==> config.mk <==
export PLATFORM = sky130hd
export DESIGN_NAME = wiki_markup_stripper
export DESIGN_NICKNAME = d
export VERILOG_FILES = /design/src/rtl/core/wms_pkg.sv /design/src/rtl/core/wiki_markup_stripper.sv /design/src/rtl/core/wms_front.sv /design/src/rtl/core/wms_match.sv /design/src/rtl/core/wms_back.sv
export SDC_FILE = /design/constraint.sdc
export NUM_CORES = 1
export LEC_CHECK = 0
export BUFFER_PORTS_ARGS = -buffer_cell sky130_fd_sc_hd__buf_4
export CORE_UTILIZATION = 55
export DETAILED_ROUTE_END_ITERATION = 8
export PLACE_DENSITY = 0.72
export SETUP_SLACK_MARGIN = 0.15
export SYNTH_ARGS = -nofsm -noshare
export SYNTH_HDL_FRONTEND = slang
export SYNTH_HIERARCHICAL = 1
export SYNTH_SLANG_ARGS = --single-unit
export TNS_END_PERCENT = 20
==> constraint.sdc <==
create_clock -name clk -period 9.7 [get_ports clk]
set_clock_uncertainty 0.05 [all_clocks]
set_input_delay 1.455 -clock clk [delete_from_list [all_inputs] [get_ports clk]]
set_output_delay 1.455 -clock clk [all_outputs]
set_load 0.05 [all_outputs]
==> src/rtl/core/wms_pkg.sv <==
// Shared constants, types and pattern helpers for the wiki markup stripper.
`default_nettype none
package wms_pkg;

	localparam int LOOKAHEAD = 18;
	localparam int CNT_W = 5;
	localparam int DEPTH_W = 8;
	localparam int LIMIT_W = 16;
	localparam int NLITS = 39;
	localparam int LIT_W = LOOKAHEAD * 8;
	localparam logic [LIMIT_W-1:0] LIMIT_RESET = 16'd2000;

	localparam logic [2:0] M_NORMAL = 3'd0;
	localparam logic [2:0] M_BRACE = 3'd1;
	localparam logic [2:0] M_MATH = 3'd2;
	localparam logic [2:0] M_FONT = 3'd3;
	localparam logic [2:0] M_GT = 3'd4;
	localparam logic [2:0] M_CAT = 3'd5;
	localparam logic [2:0] M_TRUNC = 3'd6;

	typedef logic [LOOKAHEAD-1:0][7:0] window_t;

	typedef struct packed {
		logic [7:0] data;
		logic last;
	} item_t;

	typedef struct packed {
		logic math;
		logic font;
		logic ref_tag;
		logic cat;
		logic div_tag;
		logic lit;
		logic [CNT_W-1:0] lit_len;
		logic drop;
		logic [2:0] utf8_len;
		logic close_math;
		logic close_font;
		logic close_cat;
	} match_t;

	localparam logic [LIT_W-1:0] LIT_STR [NLITS] = '{
		"<ul>", "<li>", "<em>", "</ul>", "</li>", "</em>", "[[", "]]",
		"<small>", "</small>", "<br>", "<br >", "<br />", "<BR>", "<br/>",
		"</br/>", "<br/ >", "<ref>", "</ref>", "<code>", "</code>",
		"<table alignright>", "</table>", "<tt>", "</tt>", "<sup>", "</sup>",
		"<nowiki>", "</nowiki>", "<HR>", "<!--", "-->", "<REF>", "</REF>",
		"<center>", "</center>", "&amp;", "</div>", "</DIV>"
	};

	localparam logic [CNT_W-1:0] LIT_LEN [NLITS] = '{
		5'd4, 5'd4, 5'd4, 5'd5, 5'd5, 5'd5, 5'd2, 5'd2,
		5'd7, 5'd8, 5'd4, 5'd5, 5'd6, 5'd4, 5'd5,
		5'd6, 5'd6, 5'd5, 5'd6, 5'd6, 5'd7,
		5'd18, 5'd8, 5'd4, 5'd5, 5'd5, 5'd6,
		5'd8, 5'd9, 5'd4, 5'd4, 5'd3, 5'd5, 5'd6,
		5'd8, 5'd9, 5'd5, 5'd6, 5'd6
	};

	// True when the window head spells s; a string is right-justified in s.
	function automatic logic head_is(window_t w, logic [CNT_W-1:0] cnt,
			logic [LIT_W-1:0] s, logic [CNT_W-1:0] len);
		logic ok;
		int pos;
		ok = 1'b1;
		for (int i = 0; i < LOOKAHEAD; i++) begin
			if (i < int'(len)) begin
				pos = (int'(len) - 1 - i) * 8;
				if (i >= int'(cnt) || w[i] != s[pos +: 8]) begin
					ok = 1'b0;
				end
			end
		end
		return ok;
	endfunction

endpackage
`default_nettype wire

==> src/rtl/core/wiki_markup_stripper.sv <==
// Top level of the wiki markup stripper.
//
// Takes one text byte per word and returns the cleaned text: newlines become
// periods; brace groups, math and font blocks, ref and div tags, category
// links and a fixed set of tags are removed; the characters * = ' { } , ;
// and backslash are dropped; UTF-8 sequences are copied whole. Each text ends
// with an end marker word (tlast high, no byte) whose tuser[1] reports that
// the output_limit register cut the text short. Throughput is one input word
// per clock in steady state while the receiver takes every word: an 18-byte
// lookahead window retires one head byte per cycle while the next byte is
// written. A word with tlast stops the input while the window drains and the
// end marker is sent. The output register holds a result while the receiver
// stalls, which also stops the window; a two-word input queue decouples the
// source side. Write output_limit (reset 2000) only while no text is in flight.
`default_nettype none
module wiki_markup_stripper (
	input  wire logic         clk,
	input  wire logic         arst_n,
	input  wire logic         cfg_we,
	input  wire logic [15:0]  cfg_wdata,      // output_limit
	input  wire logic         s_axis_tvalid,
	output logic              s_axis_tready,
	input  wire logic [7:0]   s_axis_tdata,   // in_byte
	input  wire logic         s_axis_tlast,   // in_last
	output logic              m_axis_tvalid,
	input  wire logic         m_axis_tready,
	output logic [7:0]        m_axis_tdata,   // out_byte
	output logic [1:0]        m_axis_tuser,   // [0] has_byte, [1] truncated
	output logic              m_axis_tlast    // end_of_text
);
	import wms_pkg::*;

	logic [LIMIT_W-1:0] limit_q;
	logic               q_valid;
	logic               q_pop;
	item_t              q_item;

	// Byte limit register; the user must write it only between texts, the block does not enforce this.
	always_ff @(posedge clk or negedge arst_n) begin
		if (!arst_n) begin
			limit_q <= LIMIT_RESET;
		end else if (cfg_we) begin
			limit_q <= cfg_wdata;
		end
	end

	wms_front u_front (
		.clk(clk), .arst_n(arst_n),
		.s_valid(s_axis_tvalid), .s_ready(s_axis_tready),
		.s_data(s_axis_tdata), .s_last(s_axis_tlast),
		.q_valid(q_valid), .q_item(q_item), .q_pop(q_pop)
	);

	wms_back u_back (
		.clk(clk), .arst_n(arst_n), .limit(limit_q),
		.q_valid(q_valid), .q_item(q_item), .q_pop(q_pop),
		.m_valid(m_axis_tvalid), .m_ready(m_axis_tready),
		.m_data(m_axis_tdata), .m_user(m_axis_tuser), .m_last(m_axis_tlast)
	);
endmodule
`default_nettype wire

==> src/rtl/core/wms_front.sv <==
// Input side: accepts words, maps newline to a period and queues them.
`default_nettype none
module wms_front (
	input  wire logic          clk,
	input  wire logic          arst_n,
	input  wire logic          s_valid,
	output logic               s_ready,
	input  wire logic [7:0]    s_data,
	input  wire logic          s_last,
	output logic               q_valid,
	output wms_pkg::item_t     q_item,
	input  wire logic          q_pop
);
	import wms_pkg::*;

	item_t       fifo_q [2];
	logic        wr_q;
	logic        rd_q;
	logic [1:0]  fill_q;
	logic        push;
	item_t       in_item;

	assign s_ready = (fill_q != 2'd2);
	assign push = s_valid && s_ready;
	assign q_valid = (fill_q != 2'd0);
	assign q_item = fifo_q[rd_q];

	always_comb begin
		in_item.data = (s_data == 8'h0A) ? 8'h2E : s_data;
		in_item.last = s_last;
	end

	always_ff @(posedge clk) begin
		if (push) begin
			fifo_q[wr_q] <= in_item;
		end
	end

	always_ff @(posedge clk or negedge arst_n) begin
		if (!arst_n) begin
			wr_q <= 1'b0;
			rd_q <= 1'b0;
			fill_q <= 2'd0;
		end else begin
			if (push) begin
				wr_q <= ~wr_q;
			end
			if (q_pop) begin
				rd_q <= ~rd_q;
			end
			fill_q <= fill_q + {1'b0, push} - {1'b0, q_pop};
		end
	end
endmodule
`default_nettype wire

==> src/rtl/core/wms_match.sv <==
// Pattern recognizer: classifies the lookahead window head.
`default_nettype none
module wms_match (
	input  wire wms_pkg::window_t            win,
	input  wire logic [wms_pkg::CNT_W-1:0]   cnt,
	output wms_pkg::match_t                  m
);
	import wms_pkg::*;

	logic [7:0] b;
	logic [2:0] lead_len;
	logic       cont_ok;

	assign b = win[0];

	always_comb begin
		m = '0;
		m.math = head_is(win, cnt, "<math", 5'd5);
		m.font = head_is(win, cnt, "<font", 5'd5) && (cnt < 5'd6 || win[5] != 8'h20);
		m.ref_tag = head_is(win, cnt, "<ref", 5'd4);
		m.cat = head_is(win, cnt, "[[Category:", 5'd11);
		m.div_tag = head_is(win, cnt, "<div", 5'd4) || head_is(win, cnt, "<DIV", 5'd4)
			|| head_is(win, cnt, "</div", 5'd5);
		// Scan backward so the earliest table entry wins.
		for (int i = NLITS - 1; i >= 0; i--) begin
			if (head_is(win, cnt, LIT_STR[i], LIT_LEN[i])) begin
				m.lit = 1'b1;
				m.lit_len = LIT_LEN[i];
			end
		end
		case (b) inside
			8'h2A, 8'h3D, 8'h27, 8'h7B, 8'h7D, 8'h0A, 8'h2C, 8'h3B, 8'h5C: m.drop = 1'b1;
			default: m.drop = 1'b0;
		endcase
		m.close_math = head_is(win, cnt, "</math>", 5'd7);
		m.close_font = head_is(win, cnt, "</font>", 5'd7);
		m.close_cat = head_is(win, cnt, "]]", 5'd2);

		if (b >= 8'hC2 && b <= 8'hDF) lead_len = 3'd2;
		else if (b >= 8'hE0 && b <= 8'hEF) lead_len = 3'd3;
		else if (b >= 8'hF0 && b <= 8'hF4) lead_len = 3'd4;
		else lead_len = 3'd1;
		cont_ok = ({2'b00, lead_len} <= cnt);
		for (int i = 1; i < 4; i++) begin
			if (i < int'(lead_len) && win[i][7:6] != 2'b10) begin
				cont_ok = 1'b0;
			end
		end
		m.utf8_len = cont_ok ? lead_len : 3'd1;
	end
endmodule
`default_nettype wire

==> src/rtl/core/wms_back.sv <==
// Execution side: lookahead window, skip engine and output register.
`default_nettype none
module wms_back (
	input  wire logic                          clk,
	input  wire logic                          arst_n,
	input  wire logic [wms_pkg::LIMIT_W-1:0]   limit,
	input  wire logic                          q_valid,
	input  wire wms_pkg::item_t                q_item,
	output logic                               q_pop,
	output logic                               m_valid,
	input  wire logic                          m_ready,
	output logic [7:0]                         m_data,
	output logic [1:0]                         m_user,
	output logic                               m_last
);
	import wms_pkg::*;

	window_t            win_q, win_n;
	logic [CNT_W-1:0]   cnt_q, widx;
	logic [2:0]         mode_q, mode_n;
	logic [DEPTH_W-1:0] depth_q, depth_n;
	logic [CNT_W-1:0]   skip_q, skip_n;
	logic [LIMIT_W-1:0] emit_q, emit_n;
	logic [1:0]         pend_q, pend_n;
	logic               flush_q;
	logic               step_ok, do_pop, do_mark, emit_en;
	logic [7:0]         b;
	match_t             m;

	wms_match u_match (.win(win_q), .cnt(cnt_q), .m(m));

	assign b = win_q[0];
	assign step_ok = !m_valid || m_ready;
	assign do_pop = step_ok && cnt_q != '0 && (flush_q || cnt_q == CNT_W'(LOOKAHEAD));
	assign do_mark = step_ok && flush_q && cnt_q == '0;
	assign q_pop = q_valid && !flush_q && (cnt_q < CNT_W'(LOOKAHEAD) || do_pop);
	assign widx = cnt_q - {{(CNT_W-1){1'b0}}, do_pop};

	always_comb begin
		mode_n = mode_q;
		depth_n = depth_q;
		skip_n = skip_q;
		emit_n = emit_q;
		pend_n = pend_q;
		emit_en = 1'b0;
		if (skip_q != '0) begin
			skip_n = skip_q - 1'b1;
		end else begin
			unique case (mode_q)
				M_NORMAL: begin
					if (pend_q != 2'd0) begin
						emit_en = 1'b1;
						pend_n = pend_q - 1'b1;
					end else if (emit_q >= limit) begin
						mode_n = M_TRUNC;
					end else if (b == 8'h7B) begin
						depth_n = DEPTH_W'(1);
						mode_n = M_BRACE;
					end else if (m.math) begin
						mode_n = M_MATH;
						skip_n = CNT_W'(4);
					end else if (m.font) begin
						mode_n = M_FONT;
						skip_n = CNT_W'(4);
					end else if (m.ref_tag) begin
						mode_n = M_GT;
						skip_n = CNT_W'(3);
					end else if (m.cat) begin
						mode_n = M_CAT;
						skip_n = CNT_W'(10);
					end else if (m.div_tag) begin
						mode_n = M_GT;
						skip_n = CNT_W'(3);
					end else if (m.lit) begin
						skip_n = m.lit_len - 1'b1;
					end else if (m.drop) begin
						mode_n = M_NORMAL;
					end else if (m.utf8_len > 3'd1 &&
							({1'b0, emit_q} + 17'(m.utf8_len)) >= {1'b0, limit}) begin
						mode_n = M_TRUNC;
					end else begin
						emit_en = 1'b1;
						pend_n = 2'(m.utf8_len - 3'd1);
					end
				end
				M_BRACE: begin
					if (b == 8'h7B) begin
						if (depth_q != '1) depth_n = depth_q + 1'b1;
					end else if (b == 8'h7D) begin
						if (depth_q != '0) depth_n = depth_q - 1'b1;
						if (depth_q <= DEPTH_W'(1)) mode_n = M_NORMAL;
					end
				end
				M_MATH: begin
					if (m.close_math) begin
						mode_n = M_NORMAL;
						skip_n = CNT_W'(6);
					end
				end
				M_FONT: begin
					if (m.close_font) begin
						mode_n = M_NORMAL;
						skip_n = CNT_W'(6);
					end
				end
				M_GT: begin
					if (b == 8'h3E) mode_n = M_NORMAL;
				end
				M_CAT: begin
					if (m.close_cat) begin
						mode_n = M_NORMAL;
						skip_n = CNT_W'(1);
					end
				end
				default: mode_n = mode_q;
			endcase
		end
		if (emit_en) emit_n = emit_q + 1'b1;
	end

	always_comb begin
		win_n = win_q;
		if (do_pop) begin
			for (int i = 0; i < LOOKAHEAD - 1; i++) win_n[i] = win_q[i+1];
		end
		if (q_pop) begin
			for (int i = 0; i < LOOKAHEAD; i++) begin
				if (widx == CNT_W'(i)) win_n[i] = q_item.data;
			end
		end
	end

	always_ff @(posedge clk) begin
		win_q <= win_n;
		if (do_pop && emit_en) begin
			m_data <= b;
			m_user <= 2'b01;
			m_last <= 1'b0;
		end else if (do_mark) begin
			m_data <= 8'h00;
			m_user <= {mode_q == M_TRUNC, 1'b0};
			m_last <= 1'b1;
		end
	end

	always_ff @(posedge clk or negedge arst_n) begin
		if (!arst_n) begin
			cnt_q <= '0;
			mode_q <= M_NORMAL;
			depth_q <= '0;
			skip_q <= '0;
			emit_q <= '0;
			pend_q <= '0;
			flush_q <= 1'b0;
			m_valid <= 1'b0;
		end else begin
			cnt_q <= cnt_q - {{(CNT_W-1){1'b0}}, do_pop} + {{(CNT_W-1){1'b0}}, q_pop};
			if (do_pop) begin
				mode_q <= mode_n;
				depth_q <= depth_n;
				skip_q <= skip_n;
				emit_q <= emit_n;
				pend_q <= pend_n;
			end
			if (do_mark) begin
				mode_q <= M_NORMAL;
				depth_q <= '0;
				skip_q <= '0;
				emit_q <= '0;
				pend_q <= '0;
				flush_q <= 1'b0;
			end else if (q_pop && q_item.last) begin
				flush_q <= 1'b1;
			end
			if ((do_pop && emit_en) || do_mark) m_valid <= 1'b1;
			else if (m_ready) m_valid <= 1'b0;
		end
	end

	a_cnt_bound: assert property (@(posedge clk) disable iff (!arst_n)
		cnt_q <= CNT_W'(LOOKAHEAD)) else $error("window overfilled");
	a_byte_flags: assert property (@(posedge clk) disable iff (!arst_n)
		m_valid && m_user[0] |-> !m_last && !m_user[1]) else $error("byte word flags");
	a_mark_empty: assert property (@(posedge clk) disable iff (!arst_n)
		m_valid && m_last |-> !m_user[0]) else $error("end marker carries a byte");
	a_no_fill_flush: assert property (@(posedge clk) disable iff (!arst_n)
		flush_q |-> !q_pop) else $error("fill during flush");
	a_emit_bound: assert property (@(posedge clk) disable iff (!arst_n)
		do_pop && emit_en && pend_q == 2'd0 |-> emit_q < limit) else $error("limit passed");
endmodule
`default_nettype wire

==> results of run 1 <==
-- per-layer routing --
metal | wire, µm | GRT usage [%]
met1 | 19500 | 44.3
met2 | 20200 | 51.8
met3 | 3170 | 4.87
met4 | 1310 | 9.79
met5 | 0 | 0
-- path summary, 6_finish.rpt --
kind,startpoint,endpoint,slack [ns],cells after the start
worst max-delay path,u_back/b[1]$_DFF_P_,u_back/emit_q[12]$_DFFE_PN0P_,2.80,26
worst min-delay path,u_back/m_user[0]$_SDFFE_PP1P_,u_back/m_user[0]$_SDFFE_PP1P_,0.42,2
worst max register to register,u_back/b[1]$_DFF_P_,u_back/emit_q[12]$_DFFE_PN0P_,2.80,26
worst min register to register,u_back/m_user[0]$_SDFFE_PP1P_,u_back/m_user[0]$_SDFFE_PP1P_,0.42,2
max in group asynchronous,arst_n,u_back/depth_q[7]$_DFFE_PN0P_,8.15,1
min in group asynchronous,arst_n,limit_q[15]$_DFFE_PN0P_,0.94,1
-- metrics by stage --
stage	setup slack [ns]	cells	hold slack (ns)
2_1_floorplan	3.80	1626	0.411
3_3_place_gp	3.22	1918	0.405
3_5_place_dp	2.96	1918	0.414
4_1_cts	2.88	1968	0.424
5_1_grt	2.26	1968	0.452
6_report	2.80	1968	0.419
-- layout make-up --
| type | count | area [µm²] |
|---|---|---|
| inverters | 46 | 173 |
| fillers | 2297 | 10200 |
| repair buffers | 52 | 403 |
| flip-flops and latches | 234 | 5340 |
| multi-input cells | 1251 | 8720 |
| well taps | 335 | 419 |
| clock buffers | 35 | 767 |
| clock inverters | 15 | 141 |
-- sequential cells by signal (all words and copies together), names as in the netlist, 2 cells and up --
name / count
u_front/fill_q: 2
u_back/pend_q: 2
u_back/mode_q: 3
u_back/m_data: 8
u_back/b: 8
u_front/fifo_q: 18
u_back/m_user: 2
limit_q: 16
u_back/emit_q: 16
u_back/skip_q: 5
u_back/win_q: 136
u_back/depth_q: 8
u_back/cnt_q: 5
-- tightest hold or removal path: stages, from the launching register on --
cell	delay, ns
dfxtp_1	0.32
nand2_1	0.06
nand2_1	0.05
-- logic make-up after synthesis --
family | synth area share, %
xor+xnor | 2.03
mux | 14.7
simple gates | 25.9
compound gates | 12.3
flops | 36.4
fa+ha+maj | 4.40
buf+inv | 4.31
-- cell usage in the layout (no fill, tap or decap), types with 28 or more instances in the layout --
master     instances
a21oi_1          125
buf_4             51
clkbuf_16         28
dfrtp_1           55
dfxtp_1          139
edfxtp_1          34
ha_1              50
inv_1             45
mux2_2            83
mux2i_1          107
nand2_1          136
nand3_1           32
nand4_1           45
nor2_1           148
nor3_1            36
nor4_1            36
o21ai_0           69
-- power by group through the flow --
stage	Clock (µW)	Sequential [µW]	Combinational [µW]
finish	1030	2080	2290
global route	1090	2130	2470
CTS	1050	2050	2260
floorplan	0	1760	1880
detailed placement	0	2070	2240
global placement	0	2060	2190
==> impl_summary.log, run 1 <==
[metrics] path category of the worst min-delay check: flip-flop to flip-flop
[metrics] power after layout: 5400 µW
[metrics] Placed Area: 0.0151 mm²
[metrics] die outline height: 165 µm
[metrics] number of port buffers: 42
[metrics] number of nets in the synthesized netlist: 1,707
[metrics] final antenna diode count: 0
[metrics] routed length per placed instance: 22.5 µm
[metrics] source-to-sink clock delay at the later pin of the worst-skew pair: 0.55 ns
[metrics] net count of the finished layout: 1,693
[metrics] share of synthesized registers carrying an async set or reset: 26.1%
[metrics] max-slew headroom at the worst pin: 10.3%
[metrics] Sink Count: 234
[metrics] post-route standard cell area excluding fillers: 0.0160 mm²
[metrics] Synth Cell Area: 0.0147 mm²
[metrics] total length of routed wires: 44.2 mm
[metrics] Max-Cap Viols: 0
[metrics] Req. time, crit path: 10.12 ns
[metrics] Worst Path Max Fanout: 28
[metrics] Pre-antenna DRT Iters: 7
[metrics] Area Growth Syn to Fin: 8.75%
[metrics] pin count of the biggest net entering global routing: 145
[metrics] Horiz. Die Dim: 165 µm
[metrics] Util after Layout: 61.1%
[metrics] Max Fclk: 145 MHz
[metrics] number of antenna violations at the first check in global routing: 0
[metrics] biggest area consumer among synthesized cells: dfxtp_1
[metrics] failing checks: design-rule violations
[metrics] H-tree lvl count: 1
[metrics] share of Yosys cell area claimed by the top area cell type: 19.0%
[metrics] portion of the post-synthesis area used by sequential elements: 36.4%
[metrics] crit path DAT: 7.32 ns
[metrics] Seq cells post-synth: 234
[metrics] crit end category: flip-flop
[metrics] TritonCTS clock tree: built
[metrics] kind of start point of the critical path: flip-flop
[metrics] commonest cells in the netlist: 148 x nor2_1, 139 x dfxtp_1, 136 x nand2_1
[metrics] leakage component of the power: 0.00668 µW
[metrics] initial cell density of the core: 56.2%
[metrics] DRC viols: 4
[metrics] clock buffer count from CTS: 27
[metrics] CP delay by family, top: compound AO/OA/AOI/OAI gates
[metrics] Die Outline Area: 0.0273 mm²
[metrics] share of final-layout standard cells stronger than drive strength 1: 14.2%
[metrics] cell-internal power: 3080 µW
[metrics] max incr delay on CP: 0.65 ns
[metrics] portion of total power attributed to combinational logic: 42.4%
[metrics] initial detailed-routing violation count: 1,241
[metrics] dominant cell by count in the synthesized netlist: nor2_1
[metrics] proportion of total power due to net switching: 43.0%
[metrics] category of the critical setup timing path: flip-flop to flip-flop
[metrics] post-CTS setup repair buffer count: 0
[metrics] Tightest Pin Transition: 1.33 ns
[metrics] detailed-route via count: 12.9k
[metrics] time the final worst path needs with I/O delays and setup: 6.90 ns
[metrics] final HPWL from detailed placement: 31.4 mm
[metrics] number of nets with antenna violations after detailed routing: 0
[metrics] worst-case vdd ir drop: 0.000326 V
[metrics] power per unit of standard cell area: 338 mW/mm²
[metrics] clock root cell: clkbuf_16
[metrics] average via count per standard cell: 6.57
[metrics] Critical path buffers and inverters: 2
[metrics] vias in the first global route: 12.2k
[metrics] number of pins exceeding their max-slew limit in the final report: 0
[metrics] GRT overflow: 0
[metrics] commonest register cell after synthesis: dfxtp_1
[metrics] total net switching power: 2320 µW
[metrics] clk slew on worst S/H paths: 0.07 ns
[metrics] site row count: 59
[metrics] Syn. warnings: 6
[metrics] Post-CTS Resized: 0
[metrics] Top-Level Pins: 43
[metrics] share of the clock period used by the worst path: 71.2%
[metrics] total setup violations reported at the end of the flow: 0
[metrics] wire length of the first global-routing pass: 68.4 mm
[metrics] most prevalent standard cell on the critical path: a21oi_1
[metrics] routability congestion estimate from global placement: 1.04
[metrics] top post-synthesis cells by area: dfxtp_1 19%, dfrtp_1 9.4%, mux2i_1 7.3%
[metrics] RSZ-0062 raised after global routing: no
[metrics] setup total negative slack: 0 ns
[metrics] number of buffers on the longest clock path: 3
[metrics] CP max-delay cell: or4b_1
[metrics] overall fraction of global-route tracks in use: 32.2%
[metrics] clock share of power: 19.1%
[metrics] core area: 0.0261 mm²
[metrics] Seq pwr share: 38.6%
[metrics] result of the run: finished, violations left
[metrics] number of standard cells after synthesis: 1,626
[metrics] Hold Vio Cnt, Final: 0
[metrics] Hold Buf Count CTS: 0
[metrics] post-synthesis average cell area: 9.03 µm²
[metrics] Post-synth EDFFs: 34
[metrics] number of distinct library cells after synthesis: 94
(Power assumes the default switching activity.)
==> run 2: changes to the inputs <==
- ABC_AREA: not set -> 1
- clock period: 9.7 -> 6.41 ns (I/O delays scaled with it)
==> run 2 against run 1 <==
Critical endpoint is now u_back/m_data[5]$_SDFFCE_PN0P_. Area after synthesis rose by 6.8%. Largest cell class unchanged. Worst hold slack got worse by 0.0053 ns. Setup slack got worse by 2.0 ns. The run now ends clean.
==> impl_summary.log, run 2 <==
[metrics] initial cell density of the core: 56.1% (was 56.2%)
[metrics] Horiz. Die Dim: 171 µm (was 165 µm)
[metrics] final antenna diode count: 0 (unchanged)
[metrics] Die Outline Area: 0.0292 mm² (was 0.0273 mm²)
[metrics] setup slack, reg-to-reg: 0.80 ns (was 2.80 ns)
[metrics] number of nets in the synthesized netlist: 2,463 (was 1,707)
[metrics] detailed-route via count: 15.4k (was 12.9k)
[metrics] biggest area consumer among synthesized cells: dfxtp_1 (unchanged)
[metrics] clock root cell: clkbuf_16 (unchanged)
[metrics] Pre-antenna DRT Iters: 6 (was 7)
[metrics] H-tree lvl count: 1 (unchanged)
[metrics] Min-Delay Startpoint: limit_q[8]$_DFFE_PN1P_ (was u_back/m_user[0]$_SDFFE_PP1P_)
[metrics] kind of start point of the critical path: flip-flop (unchanged)
[metrics] number of buffers on the longest clock path: 3 (unchanged)
[metrics] number of distinct library cells after synthesis: 65 (was 94)
[metrics] commonest cells in the netlist: 641 x nand2_1, 313 x inv_1, 296 x o21ai_0 (was 148 x nor2_1, 139 x dfxtp_1, 136 x nand2_1)
[metrics] Worst Path Max Fanout: 29 (was 28)
[metrics] crit path DAT: 5.86 ns (was 7.32 ns)
[metrics] Util after Layout: 60.6% (was 61.1%)
[metrics] Post-synth EDFFs: 34 (unchanged)
[metrics] category of the critical setup timing path: flip-flop to flip-flop (unchanged)
[metrics] most prevalent standard cell on the critical path: nand2_1 (was a21oi_1)
[metrics] path category of the worst min-delay check: flip-flop to flip-flop (unchanged)
[metrics] Largest regs: u_back/win_q x136, u_front/fifo_q x18 (unchanged)
[metrics] total setup violations reported at the end of the flow: 0 (unchanged)
[metrics] portion of the post-synthesis area used by sequential elements: 34.1% (was 36.4%)
[metrics] final HPWL from detailed placement: 35.0 mm (was 31.4 mm)
[metrics] Largest Register: u_back/win_q (unchanged)
[metrics] clk slew on worst S/H paths: 0.06 ns (was 0.07 ns)
[metrics] Hold Vio Cnt, Final: 0 (unchanged)
[metrics] Max Fclk: 178 MHz (was 145 MHz)
[metrics] Req. time, crit path: 6.66 ns (was 10.12 ns)
[metrics] share of Yosys cell area claimed by the top area cell type: 17.8% (was 19.0%)
[metrics] routed length per placed instance: 16.9 µm (was 22.5 µm)
[metrics] number of standard cells after synthesis: 2,382 (was 1,626)
[metrics] startpoint of the most critical setup path: u_back/b[1]$_DFF_P_ (unchanged)
[metrics] source-to-sink clock delay at the later pin of the worst-skew pair: 0.56 ns (was 0.55 ns)
[metrics] post-synthesis average cell area: 6.58 µm² (was 9.03 µm²)
[metrics] time the final worst path needs with I/O delays and setup: 5.61 ns (was 6.90 ns)
[metrics] Top-Level Pins: 43 (unchanged)
[metrics] average via count per standard cell: 5.57 (was 6.57)
[metrics] fill cell count: 2,789 (was 2,297)
[metrics] Seq cells post-synth: 234 (unchanged)
[metrics] top post-synthesis cells by area: dfxtp_1 18%, nand2_1 15%, o21ai_0 9.5% (was dfxtp_1 19%, dfrtp_1 9.4%, mux2i_1 7.3%)
[metrics] CP max-delay cell: o41ai_2 (was or4b_1)
[metrics] die outline height: 171 µm (was 165 µm)
[metrics] GRT overflow: 0 (unchanged)
[metrics] routability congestion estimate from global placement: 1.06 (was 1.04)
[metrics] number of pins exceeding their max-slew limit in the final report: 0 (unchanged)
[metrics] pin count of the biggest net entering global routing: 133 (was 145)
[metrics] Syn. warnings: 6 (unchanged)
[metrics] Hold Buf Count CTS: 0 (unchanged)
[metrics] Sink Count: 234 (unchanged)
[metrics] most used cells in the layout excluding fill and tap cells: 641 x nand2_1, 313 x inv_1, 296 x o21ai_0, 258 x nor2_1, 154 x nand3_1 (was 148 x nor2_1, 139 x dfxtp_1, 136 x nand2_1, 125 x a21oi_1, 107 x mux2i_1)
[metrics] clock buffer count from CTS: 26 (was 27)
[metrics] leading cell type in the layout, fill and taps excluded: nand2_1 (was nor2_1)
[metrics] site row count: 61 (was 59)
[metrics] commonest register cell after synthesis: dfxtp_1 (unchanged)
[metrics] overall fraction of global-route tracks in use: 32.7% (was 32.2%)
[metrics] vias in the first global route: 14.3k (was 12.2k)
[metrics] Synth Cell Area: 0.0157 mm² (was 0.0147 mm²)
[metrics] crit end category: flip-flop (unchanged)
[metrics] setup total negative slack: 0 ns (unchanged)
[metrics] dominant cell by count in the synthesized netlist: nand2_1 (was nor2_1)
[metrics] Area Growth Syn to Fin: 8.08% (was 8.75%)
[metrics] core area: 0.0279 mm² (was 0.0261 mm²)
[metrics] number of port buffers: 42 (unchanged)
[metrics] number of nets with antenna violations after detailed routing: 0 (unchanged)
[metrics] share of the clock period used by the worst path: 87.4% (was 71.2%)
[metrics] worst-case vdd ir drop: 0.000295 V (was 0.000326 V)
[metrics] net count of the finished layout: 2,455 (was 1,693)
[metrics] initial detailed-routing violation count: 1,524 (was 1,241)
[metrics] RSZ-0062 raised after global routing: no (unchanged)
[metrics] wire length of the first global-routing pass: 74.9 mm (was 68.4 mm)
[metrics] Tightest Pin Transition: 1.23 ns (was 1.33 ns)
[metrics] number of antenna violations at the first check in global routing: 0 (unchanged)
[metrics] share of synthesized registers carrying an async set or reset: 26.1% (unchanged)
[metrics] final instance count without filler cells: 2,772 (was 1,968)
[metrics] TritonCTS clock tree: built (unchanged)
[metrics] total length of routed wires: 47.0 mm (was 44.2 mm)
[metrics] Largest register FFs: 136 (unchanged)
[metrics] reg2reg start: u_back/b[1]$_DFF_P_ (unchanged)
[metrics] placed insts: 2,724 (was 1,918)
[metrics] Max-Cap Viols: 0 (unchanged)
[metrics] post-CTS setup repair buffer count: 0 (unchanged)
[metrics] share of final-layout standard cells stronger than drive strength 1: 7.35% (was 14.2%)
[metrics] leakage component of the power: 0.00755 µW (was 0.00668 µW)
[metrics] max-slew headroom at the worst pin: 18.3% (was 10.3%)
[metrics] DRC viols: 0 (was 4)
[metrics] power per unit of standard cell area: 399 mW/mm² (was 338 mW/mm²)
[metrics] power after layout: 6750 µW (was 5400 µW)
[metrics] max incr delay on CP: 0.50 ns (was 0.65 ns)
[metrics] result of the run: complete, no violations (was finished, violations left)
[run 2: area by class of cell]
type / count / area (µm²) / share of cell area (%)
clock inverter: 10 / 76.3 / 0.451
clock buffer: 38 / 716 / 4.23
inverter: 324 / 1220 / 7.22
tap: 378 / 473 / 2.79
sequential: 234 / 5340 / 31.5
multi-input combinational: 1738 / 8730 / 51.6
timing repair buffer: 50 / 375 / 2.22
[run 2: per-stage QoR]
stage,area [µm²],hold slack (ns),setup slack [ns]
after floorplan,15700,0.392,1.51
after global placement,16100,0.401,0.999
after detailed placement,16100,0.403,0.727
after CTS,16900,0.414,0.718
after global routing,16900,0.425,0.278
final,16900,0.413,0.805
[run 2: metal layers]
layer  GRT usage [%]  routed length [µm]  up-vias
met2            52.1               21000      556
met3            4.02                3520      111
met5               0                   0        -
li1                -                   -     7692
met4            12.4                1740        0
met1            45.0               20800     7075
[run 2: what timing repair did]
item | CTS | global route
gates resized for setup | 0 | 1
endpoints found under the hold margin | 0 | 0
setup endpoints to repair | 0 | 34
[run 2: power breakdown]
group / switching [µW] / internal, µW / total [µW] / leakage (µW)
Sequential: 462 / 1980 / 2440 / 0.00224
Combinational: 2010 / 894 / 2900 / 0.00493
Clock: 631 / 779 / 1410 / 0.000384
[run 2: worst max-delay path, delay by kind of cell (launching register included)]
kind	cells	cell delay [ns]
simple gates	20	1.93
fa+ha+maj	3	1.09
buf+inv	4	0.56
xor+xnor	1	0.14
flops	1	0.40
compound gates	5	1.16
[run 2: cell families after synthesis]
family,after synthesis,synth area share (%)
compound gates,365,12.2
buf+inv,410,10.3
mux,9,0.863
xor+xnor,48,2.73
simple gates,1265,35.7
flops,234,34.1
fa+ha+maj,51,4.12
[run 2: final timing paths]
path	to	depth (start not counted)
worst max-delay path	u_back/m_data[5]$_SDFFCE_PN0P_	33
worst min-delay path	limit_q[8]$_DFFE_PN1P_	2
worst max register to register	u_back/m_data[5]$_SDFFCE_PN0P_	33
worst min register to register	limit_q[8]$_DFFE_PN1P_	2
max in group asynchronous	u_back/cnt_q[4]$_DFF_PN0_	1
min in group asynchronous	limit_q[15]$_DFFE_PN0P_	1
